$ cat src/rtl/evag_pkg.sv
// Shared types and constants for the energy voice activity gate.
// No dependencies; compiled first.
`timescale 1ns / 1ps

package evag_pkg;

   localparam int MAX_FRAME_LEN = 1024;
   localparam int POS_W         = $clog2(MAX_FRAME_LEN);
   localparam int LEN_W         = 11;
   localparam int ENERGY_W      = 41;
   localparam int SIL_W         = 11;
   localparam int UTT_W         = 12;
   localparam int SAMPLE_W      = 16;
   localparam int SQ_W          = 2 * SAMPLE_W;

   localparam int CSR_DATA_W    = 64;
   localparam int CSR_ADDR_W    = 5;

   localparam logic [LEN_W-1:0]    FRAME_LENGTH_RST = LEN_W'(320);
   localparam logic [ENERGY_W-1:0] THRESHOLD_RST    = ENERGY_W'(34359738);
   localparam logic [SIL_W-1:0]    SILENCE_RST      = SIL_W'(40);
   localparam logic [UTT_W-1:0]    MAX_FRAMES_RST   = UTT_W'(1500);

   localparam logic [LEN_W-1:0]    LEN_MAX   = LEN_W'(MAX_FRAME_LEN);
   localparam logic [SIL_W-1:0]    QUIET_SAT = '1;
   localparam logic [UTT_W-1:0]    UTT_SAT   = '1;
   localparam logic [ENERGY_W-1:0] ENERGY_SAT = '1;

   typedef enum logic [1:0] {
      REG_FRAME_LENGTH = 2'd0,
      REG_THRESHOLD    = 2'd1,
      REG_SILENCE      = 2'd2,
      REG_MAX_FRAMES   = 2'd3
   } reg_index_type;

   typedef enum logic [1:0] {
      CAUSE_NONE    = 2'd0,
      CAUSE_SILENCE = 2'd1,
      CAUSE_CAP     = 2'd2,
      CAUSE_STOP    = 2'd3
   } cause_type;

   typedef struct packed {
      logic [LEN_W-1:0]    frame_length;
      logic [ENERGY_W-1:0] energy_threshold;
      logic [SIL_W-1:0]    silence_frames;
      logic [UTT_W-1:0]    max_frames;
   } cfg_type;

endpackage

$ cat src/rtl/evag_if.sv
// Request and response channel interfaces (valid/ready plus payload).
// Depends on evag_pkg.
`timescale 1ns / 1ps

interface evag_req_if import evag_pkg::*; ();
   logic                       valid;
   logic                       ready;
   logic signed [SAMPLE_W-1:0] sample;
   logic                       listen;
   logic                       stop_request;

   modport source (output valid, output sample, output listen, output stop_request,
                   input ready);
   modport sink   (input valid, input sample, input listen, input stop_request,
                   output ready);
endinterface

interface evag_rsp_if import evag_pkg::*; ();
   logic                valid;
   logic                ready;
   logic                frame_kept;
   logic                frame_voiced;
   logic [ENERGY_W-1:0] frame_energy;
   logic                utterance_done;
   logic [1:0]          end_cause;

   modport source (output valid, output frame_kept, output frame_voiced,
                   output frame_energy, output utterance_done, output end_cause,
                   input ready);
   modport sink   (input valid, input frame_kept, input frame_voiced,
                   input frame_energy, input utterance_done, input end_cause,
                   output ready);
endinterface

$ cat src/rtl/energy_voice_activity_gate.sv
// Energy voice activity gate: per-sample square-accumulate and per-frame decision.
// Registers: the request is held in the input register and its result in the result
//   register; a held request waits there while the result register is full and not taken.
// Throughput: one request per cycle while the response side takes results;
//   set by the single square-accumulate and frame decision between the registers.
// Reset: synchronous active-high; idle, counters and accumulator cleared,
//   config registers return to their defaults. Depends on evag_pkg, evag_if, evag_csr.
`timescale 1ns / 1ps

module energy_voice_activity_gate import evag_pkg::*; (
   input  logic                  clock,
   input  logic                  reset,
   evag_req_if.sink              req_bus,
   evag_rsp_if.source            rsp_bus,
   input  logic                  csr_psel,
   input  logic                  csr_penable,
   input  logic                  csr_pwrite,
   input  logic [CSR_ADDR_W-1:0] csr_paddr,
   input  logic [CSR_DATA_W-1:0] csr_pwdata,
   output logic [CSR_DATA_W-1:0] csr_prdata,
   output logic                  csr_pready
);

   cfg_type cfg;

   evag_csr u_csr (
      .clock       (clock),
      .reset       (reset),
      .csr_psel    (csr_psel),
      .csr_penable (csr_penable),
      .csr_pwrite  (csr_pwrite),
      .csr_paddr   (csr_paddr),
      .csr_pwdata  (csr_pwdata),
      .csr_prdata  (csr_prdata),
      .csr_pready  (csr_pready),
      .cfg         (cfg)
   );

   // ---------------- input register ----------------
   logic                       in_valid_ff, in_valid_in;
   logic signed [SAMPLE_W-1:0] in_sample_ff;
   logic                       in_listen_ff;
   logic                       in_stop_ff;
   logic                       advance;
   logic                       out_valid_ff, out_valid_in;

   // Process the held request whenever the result slot is free or draining.
   assign advance       = in_valid_ff && (!out_valid_ff || rsp_bus.ready);
   assign req_bus.ready = !in_valid_ff || advance;

   always_comb begin
      in_valid_in = in_valid_ff;
      if (req_bus.ready) in_valid_in = req_bus.valid;
   end

   always_ff @(posedge clock) begin
      if (reset) in_valid_ff <= 1'b0;
      else       in_valid_ff <= in_valid_in;
   end

   always_ff @(posedge clock) begin
      if (req_bus.valid && req_bus.ready) begin
         in_sample_ff <= req_bus.sample;
         in_listen_ff <= req_bus.listen;
         in_stop_ff   <= req_bus.stop_request;
      end
   end

   // ---------------- gate state ----------------
   logic                speech_ff, speech_in;
   logic [POS_W-1:0]    pos_ff, pos_in;
   logic [ENERGY_W-1:0] acc_ff, acc_in;
   logic [SIL_W-1:0]    quiet_ff, quiet_in;
   logic [UTT_W-1:0]    utt_ff, utt_in;

   // ---------------- frame datapath ----------------
   logic signed [SQ_W-1:0] sq_s;
   logic [ENERGY_W:0]      sum;
   logic [ENERGY_W-1:0]    energy;
   logic [LEN_W-1:0]       len;
   logic                   frame_end;
   logic                   voiced;
   logic [SIL_W-1:0]       quiet_next;
   logic [UTT_W-1:0]       utt_next;

   // square is never negative, so its top bit is always zero
   assign sq_s   = in_sample_ff * in_sample_ff;
   assign sum    = {1'b0, acc_ff} + (ENERGY_W + 1)'($unsigned(sq_s));
   assign energy = sum[ENERGY_W] ? ENERGY_SAT : sum[ENERGY_W-1:0];

   // zero length acts as one, oversize clamps to the max frame
   always_comb begin
      if (cfg.frame_length == '0)      len = LEN_W'(1);
      else if (cfg.frame_length > LEN_MAX) len = LEN_MAX;
      else                             len = cfg.frame_length;
   end

   // also catches a position already past a freshly lowered length
   assign frame_end = !((LEN_W'(pos_ff) + LEN_W'(1)) < len);
   assign voiced    = energy >= cfg.energy_threshold;

   assign quiet_next = voiced ? '0 : ((quiet_ff == QUIET_SAT) ? quiet_ff : quiet_ff + 1'b1);
   assign utt_next   = (utt_ff == UTT_SAT) ? utt_ff : utt_ff + 1'b1;

   // result fields prepared for the output register
   logic      res_valid;
   logic      res_kept;
   logic      res_voiced;
   logic      res_done;
   cause_type res_cause;
   logic [ENERGY_W-1:0] res_energy;

   always_comb begin
      speech_in  = speech_ff;
      pos_in     = pos_ff;
      acc_in     = acc_ff;
      quiet_in   = quiet_ff;
      utt_in     = utt_ff;
      res_valid  = 1'b0;
      res_kept   = 1'b0;
      res_voiced = 1'b0;
      res_done   = 1'b0;
      res_cause  = CAUSE_NONE;
      res_energy = '0;

      if (advance) begin
         if (in_stop_ff) begin
            // stop: drop the partial frame, report and go idle
            speech_in = 1'b0;
            pos_in    = '0;
            acc_in    = '0;
            quiet_in  = '0;
            utt_in    = '0;
            res_valid = 1'b1;
            res_done  = 1'b1;
            res_cause = CAUSE_STOP;
         end else if (!frame_end) begin
            acc_in = energy;
            pos_in = pos_ff + 1'b1;
         end else begin
            acc_in     = '0;
            pos_in     = '0;
            res_valid  = 1'b1;
            res_voiced = voiced;
            res_energy = energy;
            if (!speech_ff) begin
               if (in_listen_ff && voiced) begin
                  speech_in = 1'b1;
                  quiet_in  = '0;
                  utt_in    = UTT_W'(1);
                  res_kept  = 1'b1;
               end
            end else begin
               res_kept = 1'b1;
               quiet_in = quiet_next;
               utt_in   = utt_next;
               // silence wins over the cap
               if (!voiced && (quiet_next >= cfg.silence_frames)) begin
                  res_done  = 1'b1;
                  res_cause = CAUSE_SILENCE;
               end else if (utt_next >= cfg.max_frames) begin
                  res_done  = 1'b1;
                  res_cause = CAUSE_CAP;
               end
               if (res_done) begin
                  speech_in = 1'b0;
                  quiet_in  = '0;
                  utt_in    = '0;
               end
            end
         end
      end
   end

   always_ff @(posedge clock) begin
      if (reset) begin
         speech_ff <= 1'b0;
         pos_ff    <= '0;
         acc_ff    <= '0;
         quiet_ff  <= '0;
         utt_ff    <= '0;
      end else begin
         speech_ff <= speech_in;
         pos_ff    <= pos_in;
         acc_ff    <= acc_in;
         quiet_ff  <= quiet_in;
         utt_ff    <= utt_in;
      end
   end

   // ---------------- result register ----------------
   logic                out_kept_ff;
   logic                out_voiced_ff;
   logic [ENERGY_W-1:0] out_energy_ff;
   logic                out_done_ff;
   cause_type           out_cause_ff;

   always_comb begin
      out_valid_in = out_valid_ff;
      if (rsp_bus.ready) out_valid_in = 1'b0;
      if (res_valid)     out_valid_in = 1'b1;
   end

   always_ff @(posedge clock) begin
      if (reset) out_valid_ff <= 1'b0;
      else       out_valid_ff <= out_valid_in;
   end

   always_ff @(posedge clock) begin
      if (res_valid) begin
         out_kept_ff   <= res_kept;
         out_voiced_ff <= res_voiced;
         out_energy_ff <= res_energy;
         out_done_ff   <= res_done;
         out_cause_ff  <= res_cause;
      end
   end

   assign rsp_bus.valid          = out_valid_ff;
   assign rsp_bus.frame_kept     = out_kept_ff;
   assign rsp_bus.frame_voiced   = out_voiced_ff;
   assign rsp_bus.frame_energy   = out_energy_ff;
   assign rsp_bus.utterance_done = out_done_ff;
   assign rsp_bus.end_cause      = out_cause_ff;

   // ---------------- checks ----------------
   a_done_has_cause: assert property (@(posedge clock) disable iff (reset)
      out_valid_ff |-> (out_done_ff == (out_cause_ff != CAUSE_NONE)))
      else $error("utterance_done and end_cause disagree");

   a_stop_empty: assert property (@(posedge clock) disable iff (reset)
      (out_valid_ff && out_cause_ff == CAUSE_STOP) |->
         (!out_kept_ff && !out_voiced_ff && out_energy_ff == '0))
      else $error("stop response carries frame data");

   a_done_goes_idle: assert property (@(posedge clock) disable iff (reset)
      (res_valid && res_done) |=> (!speech_ff && utt_ff == '0 && pos_ff == '0))
      else $error("state not idle after utterance end");

   a_no_overrun: assert property (@(posedge clock) disable iff (reset)
      (out_valid_ff && !rsp_bus.ready) |-> !advance)
      else $error("pending response overwritten");

endmodule

$ cat src/rtl/evag_csr.sv
// APB-style configuration registers for the voice activity gate.
// Depends on evag_pkg.
`timescale 1ns / 1ps

module evag_csr import evag_pkg::*; (
   input  logic                  clock,
   input  logic                  reset,
   input  logic                  csr_psel,
   input  logic                  csr_penable,
   input  logic                  csr_pwrite,
   input  logic [CSR_ADDR_W-1:0] csr_paddr,
   input  logic [CSR_DATA_W-1:0] csr_pwdata,
   output logic [CSR_DATA_W-1:0] csr_prdata,
   output logic                  csr_pready,
   output cfg_type               cfg
);

   cfg_type       cfg_ff, cfg_in;
   reg_index_type idx;
   logic          wr_en;

   assign csr_pready = 1'b1;
   assign idx        = reg_index_type'(csr_paddr[CSR_ADDR_W-1:3]);
   assign wr_en      = csr_psel && csr_penable && csr_pwrite;
   assign cfg        = cfg_ff;

   always_comb begin
      cfg_in = cfg_ff;
      if (wr_en) begin
         unique case (idx)
            REG_FRAME_LENGTH: cfg_in.frame_length     = csr_pwdata[LEN_W-1:0];
            REG_THRESHOLD:    cfg_in.energy_threshold = csr_pwdata[ENERGY_W-1:0];
            REG_SILENCE:      cfg_in.silence_frames   = csr_pwdata[SIL_W-1:0];
            REG_MAX_FRAMES:   cfg_in.max_frames       = csr_pwdata[UTT_W-1:0];
            default:          cfg_in = cfg_ff;
         endcase
      end
   end

   always_comb begin
      unique case (idx)
         REG_FRAME_LENGTH: csr_prdata = CSR_DATA_W'(cfg_ff.frame_length);
         REG_THRESHOLD:    csr_prdata = CSR_DATA_W'(cfg_ff.energy_threshold);
         REG_SILENCE:      csr_prdata = CSR_DATA_W'(cfg_ff.silence_frames);
         REG_MAX_FRAMES:   csr_prdata = CSR_DATA_W'(cfg_ff.max_frames);
         default:          csr_prdata = '0;
      endcase
   end

   always_ff @(posedge clock) begin
      if (reset) begin
         cfg_ff.frame_length     <= FRAME_LENGTH_RST;
         cfg_ff.energy_threshold <= THRESHOLD_RST;
         cfg_ff.silence_frames   <= SILENCE_RST;
         cfg_ff.max_frames       <= MAX_FRAMES_RST;
      end else begin
         cfg_ff <= cfg_in;
      end
   end

endmodule

$ cat src/flat_wrapper.sv
// flat-port wrapper written by rule: the top's interface ports become plain ports
module energy_voice_activity_gate_flat import evag_pkg::*;
  (clock, reset, csr_psel, csr_penable, csr_pwrite, csr_paddr, csr_pwdata, csr_prdata, csr_pready, req_bus_valid, req_bus_sample, req_bus_listen, req_bus_stop_request, req_bus_ready, rsp_bus_valid, rsp_bus_frame_kept, rsp_bus_frame_voiced, rsp_bus_frame_energy, rsp_bus_utterance_done, rsp_bus_end_cause, rsp_bus_ready);
  evag_req_if req_bus_i ();
  evag_rsp_if rsp_bus_i ();
  input  logic clock;
  input  logic reset;
  input  logic csr_psel;
  input  logic csr_penable;
  input  logic csr_pwrite;
  input  logic [CSR_ADDR_W-1:0] csr_paddr;
  input  logic [CSR_DATA_W-1:0] csr_pwdata;
  output logic [CSR_DATA_W-1:0] csr_prdata;
  output logic csr_pready;
  input wire logic [$bits(req_bus_i.valid)-1:0] req_bus_valid;
  input wire logic [$bits(req_bus_i.sample)-1:0] req_bus_sample;
  input wire logic [$bits(req_bus_i.listen)-1:0] req_bus_listen;
  input wire logic [$bits(req_bus_i.stop_request)-1:0] req_bus_stop_request;
  output wire logic [$bits(req_bus_i.ready)-1:0] req_bus_ready;
  output wire logic [$bits(rsp_bus_i.valid)-1:0] rsp_bus_valid;
  output wire logic [$bits(rsp_bus_i.frame_kept)-1:0] rsp_bus_frame_kept;
  output wire logic [$bits(rsp_bus_i.frame_voiced)-1:0] rsp_bus_frame_voiced;
  output wire logic [$bits(rsp_bus_i.frame_energy)-1:0] rsp_bus_frame_energy;
  output wire logic [$bits(rsp_bus_i.utterance_done)-1:0] rsp_bus_utterance_done;
  output wire logic [$bits(rsp_bus_i.end_cause)-1:0] rsp_bus_end_cause;
  input wire logic [$bits(rsp_bus_i.ready)-1:0] rsp_bus_ready;
  assign req_bus_i.valid = req_bus_valid;
  assign req_bus_i.sample = req_bus_sample;
  assign req_bus_i.listen = req_bus_listen;
  assign req_bus_i.stop_request = req_bus_stop_request;
  assign req_bus_ready = req_bus_i.ready;
  assign rsp_bus_valid = rsp_bus_i.valid;
  assign rsp_bus_frame_kept = rsp_bus_i.frame_kept;
  assign rsp_bus_frame_voiced = rsp_bus_i.frame_voiced;
  assign rsp_bus_frame_energy = rsp_bus_i.frame_energy;
  assign rsp_bus_utterance_done = rsp_bus_i.utterance_done;
  assign rsp_bus_end_cause = rsp_bus_i.end_cause;
  assign rsp_bus_i.ready = rsp_bus_ready;
  energy_voice_activity_gate u_core (.clock(clock), .reset(reset), .req_bus(req_bus_i), .rsp_bus(rsp_bus_i), .csr_psel(csr_psel), .csr_penable(csr_penable), .csr_pwrite(csr_pwrite), .csr_paddr(csr_paddr), .csr_pwdata(csr_pwdata), .csr_prdata(csr_prdata), .csr_pready(csr_pready));
endmodule
$ cat config.mk
export PLATFORM = sky130hd
export DESIGN_NAME = energy_voice_activity_gate_flat
export DESIGN_NICKNAME = d
export VERILOG_FILES = /design/src/rtl/evag_pkg.sv /design/src/rtl/evag_if.sv /design/src/rtl/energy_voice_activity_gate.sv /design/src/rtl/evag_csr.sv /design/src/flat_wrapper.sv
export SDC_FILE = /design/constraint.sdc
export NUM_CORES = 1
export LEC_CHECK = 0
export BUFFER_PORTS_ARGS = -buffer_cell sky130_fd_sc_hd__buf_2
export CORE_UTILIZATION = 30
export CTS_CLUSTER_DIAMETER = 30
export CTS_CLUSTER_SIZE = 40
export DETAILED_ROUTE_END_ITERATION = 7
export PLACE_DENSITY = 0.55
export REMOVE_ABC_BUFFERS = 1
export SLEW_MARGIN = 20
export SYNTH_ARGS = -nofsm -noshare
export SYNTH_HDL_FRONTEND = slang
export SYNTH_SLANG_ARGS = --single-unit
$ cat constraint.sdc
create_clock -name clock -period 34.9 [get_ports clock]
set_input_delay 6.98 -clock clock [delete_from_list [all_inputs] [get_ports clock]]
set_output_delay 6.98 -clock clock [all_outputs]
set_load 0.03 [all_outputs]
==> flow_metrics.tcl <==
set metrics [dict create \
    slew_headroom 0.301 \
    r2r_slack_ns 20.30 \
    critPathRequiredTime_ns 27.92 \
    synth-seq-cells 216 \
    crit_type "primary input to output port" \
    clkLatencyLatePin_ns 0.61 \
    cts_sinks 216 \
    hp-class "flop to flop" \
    dr.pass1.iters 5 \
    cts_hold_buf 0 \
    die_h_um 271 \
    post-route-util 0.360 \
    wirelength_um 56400 \
    drv_cap 0 \
    core-area_um2 71500 \
    grt_setup_unrepaired "false" \
    synth-seq-area-share 0.229 \
    period_minus_slack_ns 15.56 \
    worstSetupStartpointType "primary input" \
    crit_path_end_kind "output port" \
    via_per_inst 4.62 \
    cts_tree "done" \
    cts_buffer_depth 3 \
    fmax_mhz 64.3 \
    ios 207 \
    grt_max_degree 56 \
    grt_pass1_vias 17055 \
    dp_hpwl_um 44100 \
    worst-r2r-cell-count 51 \
    num_rows 98 \
    final_cell_mix "inv_1 (437), nand2_1 (284), fa_1 (234)" \
    final-setup-viol-count 0 \
    port_buffers 156 \
    antenna_found_initial 0 \
    vias 16646 \
    path_clk_slew_ns 0.04 \
    r2r_start "u_core.in_sample_ff[15]" \
    initial_core_util 0.304 \
    area_growth_pct 18.6 \
    clock-root-buffer "clkbuf_16" \
    netlist_area_um2 21700 \
    grt_pass1_wl_um 92800 \
    tightest_slew_ns 1.05 \
    worstPathArrival_ns 8.58 \
    setup_slack_ns 19.34 \
    die_area_um2 73400 \
    netlist-cell-type-count 80 \
    worstHoldStart "u_core.acc_ff[24]" \
    h-tree-depth 3 \
    finalCritPeriodShare 0.446 \
    status "finished, final reports clean" \
    grt_usage 0.159 \
    drc 0 \
    grt_overflow 0 \
    setup_tns_ns 0 \
    slew_violations 0 \
    die_w_um 271 \
    wire_per_inst_um 15.7 \
    postSynthCellCount 2453 \
    cp_max_fo 31 \
    cts_setup_buffers 0 \
    syn_area_per_cell_um2 8.85 \
    async_flop_share 0 \
    ys_warn_count 0 \
    globalplace.congestion 0.821 \
    final_common_cell "inv_1" \
    hold_violations 0 \
    cts_resized 0 \
    worstHoldPathCells 2 \
    cts_buffers 68 \
    finalNetCount 3128 \
    synth_flop_cell "dfxtp_1" \
    place_ws_ns 19.31 \
    drive_above_1_share 0.129 \
    antenna_cells 0 \
    hold_end "u_core.acc_ff[24]" \
    drt_iter0_drc 825 \
    r2r_end "u_core.quiet_ff[4]" \
    postRouteAntennaNets 0 \
    synth-edff-count 64 \
    fin_skew_ns 0.0499 \
]
## synth_stat cells (15+ instances only)
master,count,area [um^2]
inv_1,438,1640
nand2_1,284,1070
fa_1,234,4680
ha_1,200,2500
a21oi_1,157,786
nor2_1,156,586
dfxtp_1,152,3040
clkbuf_1,79,297
and2_1,65,407
a21o_1,64,480
edfxtp_1,64,1920
xnor2_1,54,473
o21ai_0,51,255
nand3_1,43,215
xor2_1,35,307
a22o_1,32,280
and3_1,26,163
buf_4,24,180
nand4_1,22,138
o21a_1,18,135
a211o_1,17,149
nor3_1,16,80.1
nand2b_1,15,93.8
## registers in the layout, summed over array words and instances, names as in the netlist, 2 cells and up
name and flops:
u_core.rsp_bus.end_cause 2, u_core.u_csr.cfg 75, u_core.acc_ff 41, u_core.pos_ff 10, u_core.in_sample_ff 16, u_core.quiet_ff 11, u_core.utt_ff 12, u_core.rsp_bus.frame_energy 41
## worst max-delay path by stage
stage	from	endpoint	cells past startpoint
after floorplan	csr_paddr[3]	csr_prdata[12]	2
after global placement	csr_paddr[3]	csr_prdata[12]	4
after detailed placement	csr_paddr[3]	csr_prdata[12]	4
after CTS	csr_paddr[3]	csr_prdata[12]	4
after global routing	u_core.in_sample_ff[15]	u_core.quiet_ff[8]	51
final	csr_paddr[3]	csr_prdata[12]	4
## final cells by class
class	instances	area, um^2
fill	7370	45700
multi-input combinational	1702	14600
sequential	216	4960
clock buffer	82	1830
inverter	440	1650
tap	950	1190
timing repair buffer	172	903
clock inverter	44	553
## metal layers
metal,part of all wire,track usage
met2,0.45,0.250
met5,0,0
met4,0.023,0.0485
met3,0.056,0.0361
met1,0.47,0.214
## worst max-delay path, cell delays in order
cell,delay (ns)
buf_2,0.37
nor2b_4,0.71
and2_1,0.29
buf_2,0.22
## kinds of logic after synthesis
| family | share of synthesized area |
|---|---|
| and+or+nand+nor | 0.147 |
| buffers and inverters | 0.102 |
| AOI/OAI and AO/OA | 0.136 |
| adders and majority gates | 0.331 |
| DFF | 0.229 |
| xor gates and xnor gates | 0.0359 |
| muxes | 0.0191 |
| other | 0.000346 |
## through the flow
stage	std cells	hold WS [ns]	cell area, um^2
3_5_place_dp	3480	0.448	23400
5_1_grt	3606	0.470	25700
4_1_cts	3606	0.454	25700
6_report	3606	0.450	25700
3_3_place_gp	3480	0.442	23400
2_1_floorplan	2358	0.432	21200
Power is not shown: default switching activity piles up to over one toggle a cycle in this logic, so the estimate is an artifact.
